<file path="config.mk">
export PLATFORM = sky130hd
export DESIGN_NAME = cnpj_check_digit_validator_top
export DESIGN_NICKNAME = d
export VERILOG_FILES = /design/src/hdl/cdv_pkg.sv /design/src/hdl/cdv_dabble_stage.sv /design/src/hdl/cdv_sum_stage.sv /design/src/hdl/cdv_first_stage.sv /design/src/hdl/cdv_out_stage.sv /design/src/hdl/cnpj_check_digit_validator_top.sv
export SDC_FILE = /design/constraint.sdc
export NUM_CORES = 2
export LEC_CHECK = 0
export BUFFER_PORTS_ARGS = -buffer_cell sky130_fd_sc_hd__buf_4
export CAP_MARGIN = 0
export CORE_ASPECT_RATIO = 1.2
export CORE_MARGIN = 1
export CORE_UTILIZATION = 57
export CTS_CLUSTER_SIZE = 25
export DETAILED_ROUTE_END_ITERATION = 12
export PLACE_DENSITY = 0.73
export SYNTH_ARGS = -nofsm -noshare
export SYNTH_HDL_FRONTEND = slang
export SYNTH_SLANG_ARGS = --single-unit
</file>
<file path="constraint.sdc">
create_clock -name i_clk -period 17.71 [get_ports i_clk]
set_input_delay 5.313 -clock i_clk [delete_from_list [all_inputs] [get_ports i_clk]]
set_output_delay 5.313 -clock i_clk [all_outputs]
set_load 0.03 [all_outputs]
</file>
<file path="src/hdl/cdv_pkg.sv">
// ----------------------------------------------------------------------------
// cdv_pkg
// shared types, constants and the mod-11 check digit function for the
// registry number check digit validator
// ----------------------------------------------------------------------------
package cdv_pkg;

    // field widths
    localparam int NUM_W       = 47;
    localparam int IN_TDATA_W  = 48;
    localparam int OUT_TDATA_W = 56;
    localparam int CHK_W       = 7;
    localparam int SUM_W       = 10;
    localparam int ALT_W       = 7;
    localparam int DIGIT_W     = 4;

    // binary to decimal conversion: 48 shifted bits, 15 decimal digits
    localparam int BIN_W      = 48;
    localparam int DIGITS     = 15;
    localparam int BCD_W      = DIGITS * DIGIT_W;
    localparam int STEP_BITS  = 8;
    localparam int DAB_STAGES = BIN_W / STEP_BITS;

    // digit positions, counted from the units digit
    localparam int LEAD_POS    = 13;  // most significant digit of the 14-digit form
    localparam int SUM_DIGITS  = 12;  // root and branch digits
    localparam int ROOT_POS    = 6;
    localparam int ROOT_DIGITS = 8;

    // check digit weights, most significant digit first
    localparam logic [3:0] W_FIRST  [SUM_DIGITS] = '{5, 4, 3, 2, 9, 8, 7, 6, 5, 4, 3, 2};
    localparam logic [3:0] W_SECOND [SUM_DIGITS] = '{6, 5, 4, 3, 2, 9, 8, 7, 6, 5, 4, 3};
    localparam logic [3:0] W_SECOND_LAST = 4'd2;  // weight of the first check digit

    // mod 11 by reciprocal: floor(s * 373 / 4096) == floor(s / 11) for s < 593
    localparam int MOD_BASE  = 11;
    localparam int MOD_RECIP = 373;
    localparam int MOD_SHIFT = 12;
    localparam int MOD_PROD_W = 18;
    localparam int MOD_Q_W    = 6;

    // mod 10 by reciprocal for the alternating sum: floor(s * 205 / 2048), s < 128
    localparam int TEN        = 10;
    localparam int DEC_RECIP  = 205;
    localparam int DEC_SHIFT  = 11;
    localparam int DEC_PROD_W = 15;
    localparam int DEC_Q_W    = 4;

    localparam logic [CHK_W-1:0] CHK_MAX = 7'd99;

    typedef logic [DIGIT_W-1:0] t_digit;

    // item moving through the conversion stages
    typedef struct packed {
        logic [NUM_W-1:0] number;
        logic [BIN_W-1:0] bin;
        logic [BCD_W-1:0] bcd;
    } t_dab;

    // weighted sums
    typedef struct packed {
        logic [NUM_W-1:0] number;
        logic [SUM_W-1:0] s1;
        logic [SUM_W-1:0] s2p;
        logic [CHK_W-1:0] low2;
        logic             alt_ok;
    } t_sums;

    // first check digit known
    typedef struct packed {
        logic [NUM_W-1:0] number;
        t_digit           c1;
        logic [SUM_W-1:0] s2;
        logic [CHK_W-1:0] low2;
        logic             alt_ok;
    } t_first;

    // result, packed as it leaves on tdata (check_digits in the lowest bits)
    typedef struct packed {
        logic             legacy_valid;
        logic             id_valid;
        logic [NUM_W-1:0] corrected_number;
        logic [CHK_W-1:0] check_digits;
    } t_result;

    // remainder below 2 gives 0, otherwise 11 minus the remainder
    function automatic t_digit check_digit(input logic [SUM_W-1:0] s);
        logic [MOD_PROD_W-1:0] prod;
        logic [MOD_Q_W-1:0]    q;
        logic [SUM_W-1:0]      r;
        prod = MOD_PROD_W'(s) * MOD_PROD_W'(MOD_RECIP);
        q    = MOD_Q_W'(prod >> MOD_SHIFT);
        r    = s - SUM_W'(q) * SUM_W'(MOD_BASE);
        if (r < SUM_W'(2)) begin
            return '0;
        end
        return DIGIT_W'(SUM_W'(MOD_BASE) - r);
    endfunction

endpackage

</file>
<file path="src/hdl/cdv_dabble_stage.sv">
// ----------------------------------------------------------------------------
// cdv_dabble_stage
// one registered stage of the binary to decimal conversion, eight bits
// ----------------------------------------------------------------------------
module cdv_dabble_stage (
    input  logic          i_clk,
    input  logic          i_rst_n,
    input  logic          i_valid,
    input  cdv_pkg::t_dab i_data,
    input  logic          i_next_ready,
    output logic          o_ready,
    output logic          o_valid,
    output cdv_pkg::t_dab o_data
);

    logic          r_valid;
    cdv_pkg::t_dab r_data;
    cdv_pkg::t_dab n_data;

    // shift-add-3 over the next eight binary bits
    always_comb begin
        logic [cdv_pkg::BCD_W-1:0] bcd;
        logic [cdv_pkg::BIN_W-1:0] bin;
        bcd = i_data.bcd;
        bin = i_data.bin;
        for (int step = 0; step < cdv_pkg::STEP_BITS; step++) begin
            for (int k = 0; k < cdv_pkg::DIGITS; k++) begin
                if (bcd[k*cdv_pkg::DIGIT_W +: cdv_pkg::DIGIT_W] >= 4'd5) begin
                    bcd[k*cdv_pkg::DIGIT_W +: cdv_pkg::DIGIT_W] =
                        bcd[k*cdv_pkg::DIGIT_W +: cdv_pkg::DIGIT_W] + 4'd3;
                end
            end
            bcd = {bcd[cdv_pkg::BCD_W-2:0], bin[cdv_pkg::BIN_W-1]};
            bin = {bin[cdv_pkg::BIN_W-2:0], 1'b0};
        end
        n_data.number = i_data.number;
        n_data.bin    = bin;
        n_data.bcd    = bcd;
    end

    assign o_ready = !r_valid || i_next_ready;

    always_ff @(posedge i_clk) begin
        if (!i_rst_n) begin
            r_valid <= 1'b0;
        end else if (o_ready) begin
            r_valid <= i_valid;
        end
    end

    always_ff @(posedge i_clk) begin
        if (o_ready && i_valid) begin
            r_data <= n_data;
        end
    end

    assign o_valid = r_valid;
    assign o_data  = r_data;

endmodule

</file>
<file path="src/hdl/cdv_sum_stage.sv">
// ----------------------------------------------------------------------------
// cdv_sum_stage
// weighted digit sums for both check digits and the alternating root sum
// ----------------------------------------------------------------------------
module cdv_sum_stage (
    input  logic           i_clk,
    input  logic           i_rst_n,
    input  logic           i_valid,
    input  cdv_pkg::t_dab  i_data,
    input  logic           i_next_ready,
    output logic           o_ready,
    output logic           o_valid,
    output cdv_pkg::t_sums o_data
);

    logic           r_valid;
    cdv_pkg::t_sums r_data;
    cdv_pkg::t_sums n_data;

    always_comb begin
        logic [cdv_pkg::SUM_W-1:0]      s1;
        logic [cdv_pkg::SUM_W-1:0]      s2p;
        logic [cdv_pkg::ALT_W-1:0]      alt;
        logic [cdv_pkg::DIGIT_W:0]      dbl;
        cdv_pkg::t_digit                d;
        cdv_pkg::t_digit                d0;
        cdv_pkg::t_digit                d1;
        logic [cdv_pkg::DEC_PROD_W-1:0] prod;
        logic [cdv_pkg::DEC_Q_W-1:0]    q;
        s1  = '0;
        s2p = '0;
        alt = '0;
        // root and branch digits, most significant first
        for (int i = 0; i < cdv_pkg::SUM_DIGITS; i++) begin
            d   = i_data.bcd[(cdv_pkg::LEAD_POS - i)*cdv_pkg::DIGIT_W +: cdv_pkg::DIGIT_W];
            s1  = s1 + cdv_pkg::SUM_W'(d) * cdv_pkg::SUM_W'(cdv_pkg::W_FIRST[i]);
            s2p = s2p + cdv_pkg::SUM_W'(d) * cdv_pkg::SUM_W'(cdv_pkg::W_SECOND[i]);
        end
        // low eight root digits, lowest root digit weight 1, then 2, 1, ...
        for (int j = 0; j < cdv_pkg::ROOT_DIGITS; j++) begin
            d = i_data.bcd[(cdv_pkg::ROOT_POS + j)*cdv_pkg::DIGIT_W +: cdv_pkg::DIGIT_W];
            if (j % 2 == 1) begin
                dbl = {d, 1'b0};
                if (dbl > 5'd9) begin
                    dbl = dbl - 5'd9;
                end
            end else begin
                dbl = {1'b0, d};
            end
            alt = alt + cdv_pkg::ALT_W'(dbl);
        end
        prod = cdv_pkg::DEC_PROD_W'(alt) * cdv_pkg::DEC_PROD_W'(cdv_pkg::DEC_RECIP);
        q    = cdv_pkg::DEC_Q_W'(prod >> cdv_pkg::DEC_SHIFT);
        d0   = i_data.bcd[0 +: cdv_pkg::DIGIT_W];
        d1   = i_data.bcd[cdv_pkg::DIGIT_W +: cdv_pkg::DIGIT_W];
        n_data.number = i_data.number;
        n_data.s1     = s1;
        n_data.s2p    = s2p;
        n_data.low2   = cdv_pkg::CHK_W'(d1) * cdv_pkg::CHK_W'(cdv_pkg::TEN)
                      + cdv_pkg::CHK_W'(d0);
        n_data.alt_ok = (alt == cdv_pkg::ALT_W'(q) * cdv_pkg::ALT_W'(cdv_pkg::TEN));
    end

    assign o_ready = !r_valid || i_next_ready;

    always_ff @(posedge i_clk) begin
        if (!i_rst_n) begin
            r_valid <= 1'b0;
        end else if (o_ready) begin
            r_valid <= i_valid;
        end
    end

    always_ff @(posedge i_clk) begin
        if (o_ready && i_valid) begin
            r_data <= n_data;
        end
    end

    assign o_valid = r_valid;
    assign o_data  = r_data;

endmodule

</file>
<file path="src/hdl/cdv_first_stage.sv">
// ----------------------------------------------------------------------------
// cdv_first_stage
// first check digit and the completed second weighted sum
// ----------------------------------------------------------------------------
module cdv_first_stage (
    input  logic            i_clk,
    input  logic            i_rst_n,
    input  logic            i_valid,
    input  cdv_pkg::t_sums  i_data,
    input  logic            i_next_ready,
    output logic            o_ready,
    output logic            o_valid,
    output cdv_pkg::t_first o_data
);

    logic            r_valid;
    cdv_pkg::t_first r_data;
    cdv_pkg::t_first n_data;

    always_comb begin
        cdv_pkg::t_digit c1;
        c1 = cdv_pkg::check_digit(i_data.s1);
        n_data.number = i_data.number;
        n_data.c1     = c1;
        n_data.s2     = i_data.s2p
                      + cdv_pkg::SUM_W'(c1) * cdv_pkg::SUM_W'(cdv_pkg::W_SECOND_LAST);
        n_data.low2   = i_data.low2;
        n_data.alt_ok = i_data.alt_ok;
    end

    assign o_ready = !r_valid || i_next_ready;

    always_ff @(posedge i_clk) begin
        if (!i_rst_n) begin
            r_valid <= 1'b0;
        end else if (o_ready) begin
            r_valid <= i_valid;
        end
    end

    always_ff @(posedge i_clk) begin
        if (o_ready && i_valid) begin
            r_data <= n_data;
        end
    end

    assign o_valid = r_valid;
    assign o_data  = r_data;

endmodule

</file>
<file path="src/hdl/cdv_out_stage.sv">
// ----------------------------------------------------------------------------
// cdv_out_stage
// second check digit, corrected number, flags and the result register
// ----------------------------------------------------------------------------
module cdv_out_stage (
    input  logic             i_clk,
    input  logic             i_rst_n,
    input  logic             i_valid,
    input  cdv_pkg::t_first  i_data,
    input  logic             i_next_ready,
    output logic             o_ready,
    output logic             o_valid,
    output cdv_pkg::t_result o_data
);

    logic             r_valid;
    cdv_pkg::t_result r_data;
    cdv_pkg::t_result n_data;

    always_comb begin
        cdv_pkg::t_digit           c2;
        logic [cdv_pkg::CHK_W-1:0] checks;
        logic                      ok;
        c2     = cdv_pkg::check_digit(i_data.s2);
        checks = cdv_pkg::CHK_W'(i_data.c1) * cdv_pkg::CHK_W'(cdv_pkg::TEN)
               + cdv_pkg::CHK_W'(c2);
        // input equals its corrected form exactly when the given digits match
        ok     = (checks == i_data.low2);
        n_data.check_digits     = checks;
        n_data.corrected_number = i_data.number - cdv_pkg::NUM_W'(i_data.low2)
                                + cdv_pkg::NUM_W'(checks);
        n_data.id_valid         = ok;
        n_data.legacy_valid     = ok && i_data.alt_ok;
    end

    assign o_ready = !r_valid || i_next_ready;

    always_ff @(posedge i_clk) begin
        if (!i_rst_n) begin
            r_valid <= 1'b0;
        end else if (o_ready) begin
            r_valid <= i_valid;
        end
    end

    always_ff @(posedge i_clk) begin
        if (o_ready && i_valid) begin
            r_data <= n_data;
        end
    end

    assign o_valid = r_valid;
    assign o_data  = r_data;

endmodule

</file>
<file path="src/hdl/cnpj_check_digit_validator_top.sv">
// ----------------------------------------------------------------------------
// cnpj_check_digit_validator_top
// mod-11 check digit validator for 14-digit registry numbers
// ----------------------------------------------------------------------------
// Takes one 14-digit registry number per transaction as a binary value and
// returns its two mod-11 check digits, the number with those digits put in
// place, a valid flag and an older-format flag. The block holds no state
// between items. A new transaction is taken every clock cycle while the output
// side is not stalled; each result passes through the input register, the
// binary to decimal conversion (six stages of eight shift-add-3 steps), and
// then the weighted sum, first check digit and result registers before it is
// presented on the master side. Every stage has its own valid bit, so empty
// stages fill while a finished result waits on the output.
// ----------------------------------------------------------------------------
module cnpj_check_digit_validator_top (
    input  logic                              i_clk,
    input  logic                              i_rst_n,
    // slave side
    input  logic                              i_s_axis_tvalid,
    output logic                              o_s_axis_tready,
    // [46:0] number, [47] zero fill
    input  logic [cdv_pkg::IN_TDATA_W-1:0]    i_s_axis_tdata,
    // master side
    output logic                              o_m_axis_tvalid,
    input  logic                              i_m_axis_tready,
    // [6:0] check_digits, [53:7] corrected_number, [54] id_valid,
    // [55] legacy_valid
    output logic [cdv_pkg::OUT_TDATA_W-1:0]   o_m_axis_tdata
);

    // input register
    logic                      r_in_valid;
    logic [cdv_pkg::NUM_W-1:0] r_in_number;
    logic                      in_ready;

    // conversion chain, index g feeds stage g
    cdv_pkg::t_dab dab_data [0:cdv_pkg::DAB_STAGES];
    logic          dab_vld  [0:cdv_pkg::DAB_STAGES];
    logic          dab_rdy  [0:cdv_pkg::DAB_STAGES];

    cdv_pkg::t_sums   sum_data;
    logic             sum_vld;
    cdv_pkg::t_first  first_data;
    logic             first_vld;
    logic             first_rdy;
    logic             out_rdy;
    cdv_pkg::t_result out_data;

    // input register loads when it is empty or its item moves on
    assign in_ready        = !r_in_valid || dab_rdy[0];
    assign o_s_axis_tready = in_ready;

    always_ff @(posedge i_clk) begin
        if (!i_rst_n) begin
            r_in_valid <= 1'b0;
        end else if (in_ready) begin
            r_in_valid <= i_s_axis_tvalid;
        end
    end

    always_ff @(posedge i_clk) begin
        if (in_ready && i_s_axis_tvalid) begin
            r_in_number <= i_s_axis_tdata[cdv_pkg::NUM_W-1:0];
        end
    end

    // the leading zero bit pads the number to a whole number of stages
    assign dab_data[0].number = r_in_number;
    assign dab_data[0].bin    = {1'b0, r_in_number};
    assign dab_data[0].bcd    = '0;
    assign dab_vld[0]         = r_in_valid;

    for (genvar g = 0; g < cdv_pkg::DAB_STAGES; g++) begin : g_dab
        cdv_dabble_stage u_dab (
            .i_clk        (i_clk),
            .i_rst_n      (i_rst_n),
            .i_valid      (dab_vld[g]),
            .i_data       (dab_data[g]),
            .i_next_ready (dab_rdy[g+1]),
            .o_ready      (dab_rdy[g]),
            .o_valid      (dab_vld[g+1]),
            .o_data       (dab_data[g+1])
        );
    end

    // weighted sums over the decimal digits
    cdv_sum_stage u_sum (
        .i_clk        (i_clk),
        .i_rst_n      (i_rst_n),
        .i_valid      (dab_vld[cdv_pkg::DAB_STAGES]),
        .i_data       (dab_data[cdv_pkg::DAB_STAGES]),
        .i_next_ready (first_rdy),
        .o_ready      (dab_rdy[cdv_pkg::DAB_STAGES]),
        .o_valid      (sum_vld),
        .o_data       (sum_data)
    );

    // first check digit, folded into the second sum
    cdv_first_stage u_first (
        .i_clk        (i_clk),
        .i_rst_n      (i_rst_n),
        .i_valid      (sum_vld),
        .i_data       (sum_data),
        .i_next_ready (out_rdy),
        .o_ready      (first_rdy),
        .o_valid      (first_vld),
        .o_data       (first_data)
    );

    // second check digit and the result register on the master side
    cdv_out_stage u_out (
        .i_clk        (i_clk),
        .i_rst_n      (i_rst_n),
        .i_valid      (first_vld),
        .i_data       (first_data),
        .i_next_ready (i_m_axis_tready),
        .o_ready      (out_rdy),
        .o_valid      (o_m_axis_tvalid),
        .o_data       (out_data)
    );

    assign o_m_axis_tdata = out_data;

`ifndef SYNTHESIS
    // older-format flag never stands without the valid flag
    a_legacy_needs_valid: assert property (@(posedge i_clk) disable iff (!i_rst_n)
        o_m_axis_tvalid |-> (out_data.id_valid || !out_data.legacy_valid))
        else $error("legacy_valid set on an invalid number");

    // two decimal digits never exceed 99
    a_checks_range: assert property (@(posedge i_clk) disable iff (!i_rst_n)
        o_m_axis_tvalid |-> (out_data.check_digits <= cdv_pkg::CHK_MAX))
        else $error("check digits out of range");

    // the slave side stalls only when every stage is full behind a stalled output
    a_stall_source: assert property (@(posedge i_clk) disable iff (!i_rst_n)
        !o_s_axis_tready |-> (o_m_axis_tvalid && !i_m_axis_tready))
        else $error("input stalled without output backpressure");

    // a root sum that is not a multiple of ten keeps the older-format flag clear
    a_valid_digits: assert property (@(posedge i_clk) disable iff (!i_rst_n)
        (first_vld && out_rdy && (first_data.alt_ok == 1'b0)) |=>
            (!o_m_axis_tvalid || !out_data.legacy_valid))
        else $error("legacy_valid set without a matching root sum");
`endif

endmodule
</file>
# == Word level (Yosys, flattened, before mapping) ==
# Index checks and enable logic that the tools add are counted.
# totals
ff_bits,975
input_bits,52
output_inout_bits,58
elab_cells,1889
# classes
n_addsub,619
multipliers,23
order_cmp,583
n_eq_ne,2
n_mux,587
reduce_logical,31
# op_table
cell,count
$ge A4 B3 Y1 const B,562
$mux W4,553
$add A4 B2 Y4 const B,537
$add A10 B7 Y10,8
$mux W3,26
$add A3 B2 Y3 const B,25
$add A10 B6 Y10,6
$add A47 B7 Y47,1
$sub A47 B7 Y47,1
$mul A4 B2 Y6 const B,7
$mul A4 B3 Y7 const B,6
$add A10 B5 Y10,4
$add A1 B2 Y3 const B,13
$ge A1 B3 Y1 const B,13
$mul A10 B9 Y18 const B,2
$add A7 B4 Y7,4
$add A7 B5 Y7,3
$add A10 B8 Y10,2
$gt A5 B4 Y1 const B,4
$lt A10 B2 Y1 const B,2
$mul A6 B4 Y10 const B,2
$mux W5,4
$sub A10 B10 Y10,2
$sub A5 B4 Y5 const B,4
16 further kinds,54

# == Longest topological paths before layout ==
# logic_depth
depth_word,16
ltp_mapped,60
ltp_nobuf,60

# == By module ==
# Synthesis repeated with hierarchy kept, for this count alone.
# unflattened
cells_unflattened,17659
area_unflattened_um2,144667.5
# modules_own_cells
module,instances,cells_each,area_each_um2,seq_area_each_um2
cdv_dabble_stage,6,2591,20161.8,4434.3
cdv_sum_stage,1,877,10008.3,2272.2
cdv_out_stage,1,788,7257.0,1701.6
cdv_first_stage,1,395,4958.5,2092.0
cnpj_check_digit_validator_top,1,53,1472.7,1431.4

# == Worst setup path after synthesis ==
# OpenSTA, ideal clock, no wires.
# synth_path
kind,in2reg
start,input port i_m_axis_tready
end,"register g_dab[4].u_dab.r_data, in the netlist g_dab[4].u_dab.o_data[0] (enable)"
setup_time_ns,0.700
arrival_time_ns,12.847
required_ns,17.010
slack_ns,4.163
stages,4
n_path_buf,0
path_cell_list,nor2b_1 > and3_1 > and2_0 > a21boi_0
# synth_via
elab_chain_len,6
# synth_lines
element,line_no,rtl
from (decl),cnpj_check_digit_validator_top.sv:25,"input logic i_m_axis_tready,"
$logic_or A1 B1 Y1,cdv_out_stage.sv:36,assign o_ready = !r_valid || i_next_ready;
$logic_or A1 B1 Y1,cdv_first_stage.sv:31,assign o_ready = !r_valid || i_next_ready;
$logic_or A1 B1 Y1,cdv_sum_stage.sv:64,assign o_ready = !r_valid || i_next_ready;
$logic_or A1 B1 Y1 (2 in a row),cdv_dabble_stage.sv:41,assign o_ready = !r_valid || i_next_ready;
$logic_and A1 B1 Y1,cdv_dabble_stage.sv:52,if (o_ready && i_valid) begin
to (signal assigned),cdv_dabble_stage.sv:53,r_data <= n_data;
to (decl),cdv_dabble_stage.sv:17,cdv_pkg::t_dab r_data;
# Every way passes these cells.
# A chain may end at the register's enable or synchronous reset.

# == Worst setup path after layout ==
# layout_path
start,input port i_m_axis_tready
end,output port o_s_axis_tready
# layout_via
elab_chain_len,10
# layout_lines
element,line_no,rtl
$logic_or A1 B1 Y1,cdv_out_stage.sv:36,
$logic_or A1 B1 Y1,cdv_first_stage.sv:31,
$logic_or A1 B1 Y1,cdv_sum_stage.sv:64,
$logic_or A1 B1 Y1 (6 in a row),cdv_dabble_stage.sv:41,
$logic_or A1 B1 Y1,cnpj_check_digit_validator_top.sv:50,assign in_ready = !r_in_valid || dab_rdy[0];
to (decl),cnpj_check_digit_validator_top.sv:20,"output logic o_s_axis_tready,"
# Every way passes these cells.

==> results_dict.tcl <==
set metrics [dict create \
    fin_crit_sh_pct 75.84 \
    cts_root_buffer "clkbuf_16" \
    place_hpwl_um 131200 \
    endpoint_kind "primary output" \
    dpl_cell_area_mm2 0.08277 \
    yosys_warnings 0 \
    drv_cap 0 \
    synth_area_mm2 0.07969 \
    critPathMaxFanout 6 \
    io_pins 110 \
    tightestPinTransition_ns 1.149 \
    rsz0062_at_grt "no" \
    grt_pass1_wl_um 273600 \
    hold_viol_final 0 \
    wl_per_cell_um 15.80 \
    outcome "complete, no violations" \
    area_growth_pct 7.329 \
    antenna_found_initial 7 \
    dominantRegCellSynth "edfxtp_1" \
    synthCells 8324 \
    synth_top_area_share_pct 27.39 \
    finalSetupTns_ns 0 \
    hold-path-cell-count 0 \
    htree_levels 3 \
    gr-total-overflow 0 \
    ys_ff_latch 737 \
    netlist_top_cells_area "edfxtp_1, ha_1, fa_1" \
    routabilityCongestion 0.9084 \
    layout_min_cycle_time_ns 13.43 \
    ys_seq_area_share_pct 27.65 \
    fp.coreArea_mm2 0.1381 \
    die_w_um 343.3 \
    crit-reg2reg-capture "u_out.o_data[51]" \
    yosys.cell_types.count 125 \
    die_h_um 411.6 \
    cts.path.max_buffers 3 \
    required_ns 12.40 \
    cts_buffers 79 \
    reg2reg_depth 60 \
    tritoncts "yes" \
    mostFrequentLayoutCell "inv_1" \
    clk_pin_slew_ns 0.06 \
    ff2ff_setup_slack_ns 4.38 \
    rows 149 \
    ctsResizeCount 0 \
    synth_area_leader_cell "edfxtp_1" \
    track_usage_pct 23.08 \
    grt_max_degree 69 \
    final_cell_mix "inv_1, ha_1, edfxtp_1" \
    portBuffers 108 \
    min-delay-start "g_dab[5].u_dab.o_data[121]" \
    dieArea_mm2 0.1413 \
    path_class "primary input to primary output" \
    drtAntennaViolNets 0 \
    cts_setup_buffers 0 \
    synth_edf_count 727 \
    fin_nets 9859 \
    num-fill-cells 11320 \
    cp-start-kind "primary input" \
    clock-sinks 737 \
    maxSlewViolCount 0 \
    grt_pass1_vias 59150 \
    avgSynthCellArea_um2 9.574 \
    regToRegStartpoint "u_first.o_data[12]" \
    clkLatencyLatePin_ns 0.69 \
    initial_core_util_pct 57.69 \
    layout-drive-gt1-share_pct 7.799 \
    max_freq_mhz 74.46 \
    drtIter0Drc 2797 \
    fin_area_mm2 0.08553 \
    routed_wl_um 163900 \
    hp-class "flop to flop" \
    drc 0 \
    post-route-util_pct 61.92 \
    synth_nets 9695 \
    hold_buffers 0 \
    vias_per_cell 5.682 \
    async_flop_share_pct 0 \
    first_pass_iters 6 \
    relSlewSlack_pct 23.37 \
    finClkSkew_ns 0.05352 \
    setup_violations 0 \
    num_vias 58920 \
    cp.arrival_ns 8.12 \
    hold_end "u_sum.o_data[41]" \
]
## routing by layer
metal | vias up | wire, µm | global-route usage [%]
li1 | 29800 | - | -
met1 | 28010 | 67960 | 25.99
met2 | 822 | 85610 | 44.19
met3 | 283 | 4335 | 2.229
met4 | 2 | 5955 | 8.843
met5 | - | 12 | 0
## critical path: stages
cell and delay, ns:
buf_4 0.11, nor2b_1 0.45, and3_1 0.34, and2_0 0.53, nand3_1 0.17, nor2_1 0.28, and2_0 0.54, nand3_1 0.18
buf_4 0.20
## sequential cells by signal, summed over array words and instances (netlist names)
register,count
u_sum.o_data,74
r_in_number,47
u_first.o_data,68
u_out.o_valid,1
u_out.o_data,56
g_dab.u_dab.o_data,482
u_sum.o_valid,1
g_dab.u_dab.o_valid,6
u_first.o_valid,1
r_in_valid,1
## cell families (layout without fill, tap and decap cells)
kind of cell	after synthesis	in the layout	share of synthesized area (%)
AOI/OAI and AO/OA	1857	1857	16.01
xor gates and xnor gates	454	454	5.046
adders and majority gates	1319	1319	23.04
buffers and inverters	1282	1510	6.109
DFF	737	737	27.65
muxes	674	674	8.907
other	0	6	0
and+or+nand+nor	2001	2001	13.23
## Yosys cell counts, drive strengths merged, types with 17 or more instances
cell	count
inv	1243
ha	1071
edfxtp	727
mux2i	456
a21oi	445
nand2	417
nor2	395
o21ai	374
xnor2	352
nand2b	312
fa	248
mux2	218
nor2b	213
nor3	142
a21o	134
o21a	106
xor2	102
and2	96
o211ai	87
nand3	85
a21boi	84
a211oi	79
a211o	58
nor3b	56
a31oi	54
o21bai	53
or3	47
and3	42
or2	41
nand4	34
o31ai	33
o22ai	28
or4	28
a221oi	27
buf	23
o211a	23
o2111ai	22
or3b	21
a21bo	19
o311ai	18
a2111oi	17
## metrics by stage
stage | std cells | hold WS [ns] | setup WS, ns
after floorplan | 8324 | 0.4003 | 4.163
after global placement | 10220 | 0.4002 | 4.417
after detailed placement | 10220 | 0.4045 | 4.339
after CTS | 10360 | 0.3982 | 4.273
after global routing | 10370 | 0.4118 | 3.239
final | 10370 | 0.4048 | 4.279
## how the worst max path moves through the flow
stage,slack [ns],end,startpoint
after global routing,3.24,u_out.o_data[51],u_first.o_data[12]
after detailed placement,4.34,o_s_axis_tready,i_m_axis_tready
after CTS,4.27,o_s_axis_tready,i_m_axis_tready
after global placement,4.42,o_s_axis_tready,i_m_axis_tready
after floorplan,4.16,g_dab[4].u_dab.o_data[0],i_m_axis_tready
final,4.28,o_s_axis_tready,i_m_axis_tready
## layout make-up
class / count / area, µm² / share of cell area [%]
flip-flops and latches: 737 / 22030 / 25.76
inverters: 1244 / 4673 / 5.464
multi-input cells: 6305 / 52890 / 61.84
diodes: 6 / 15.01 / 0.01755
well taps: 1812 / 2267 / 2.651
clock inverters: 50 / 675.6 / 0.7899
repair buffers: 121 / 908.4 / 1.062
clock buffers: 95 / 2068 / 2.418
Power is left out: the tool's default activity adds up to more than one toggle a clock period on the data nets, which glitch-free logic cannot reach.
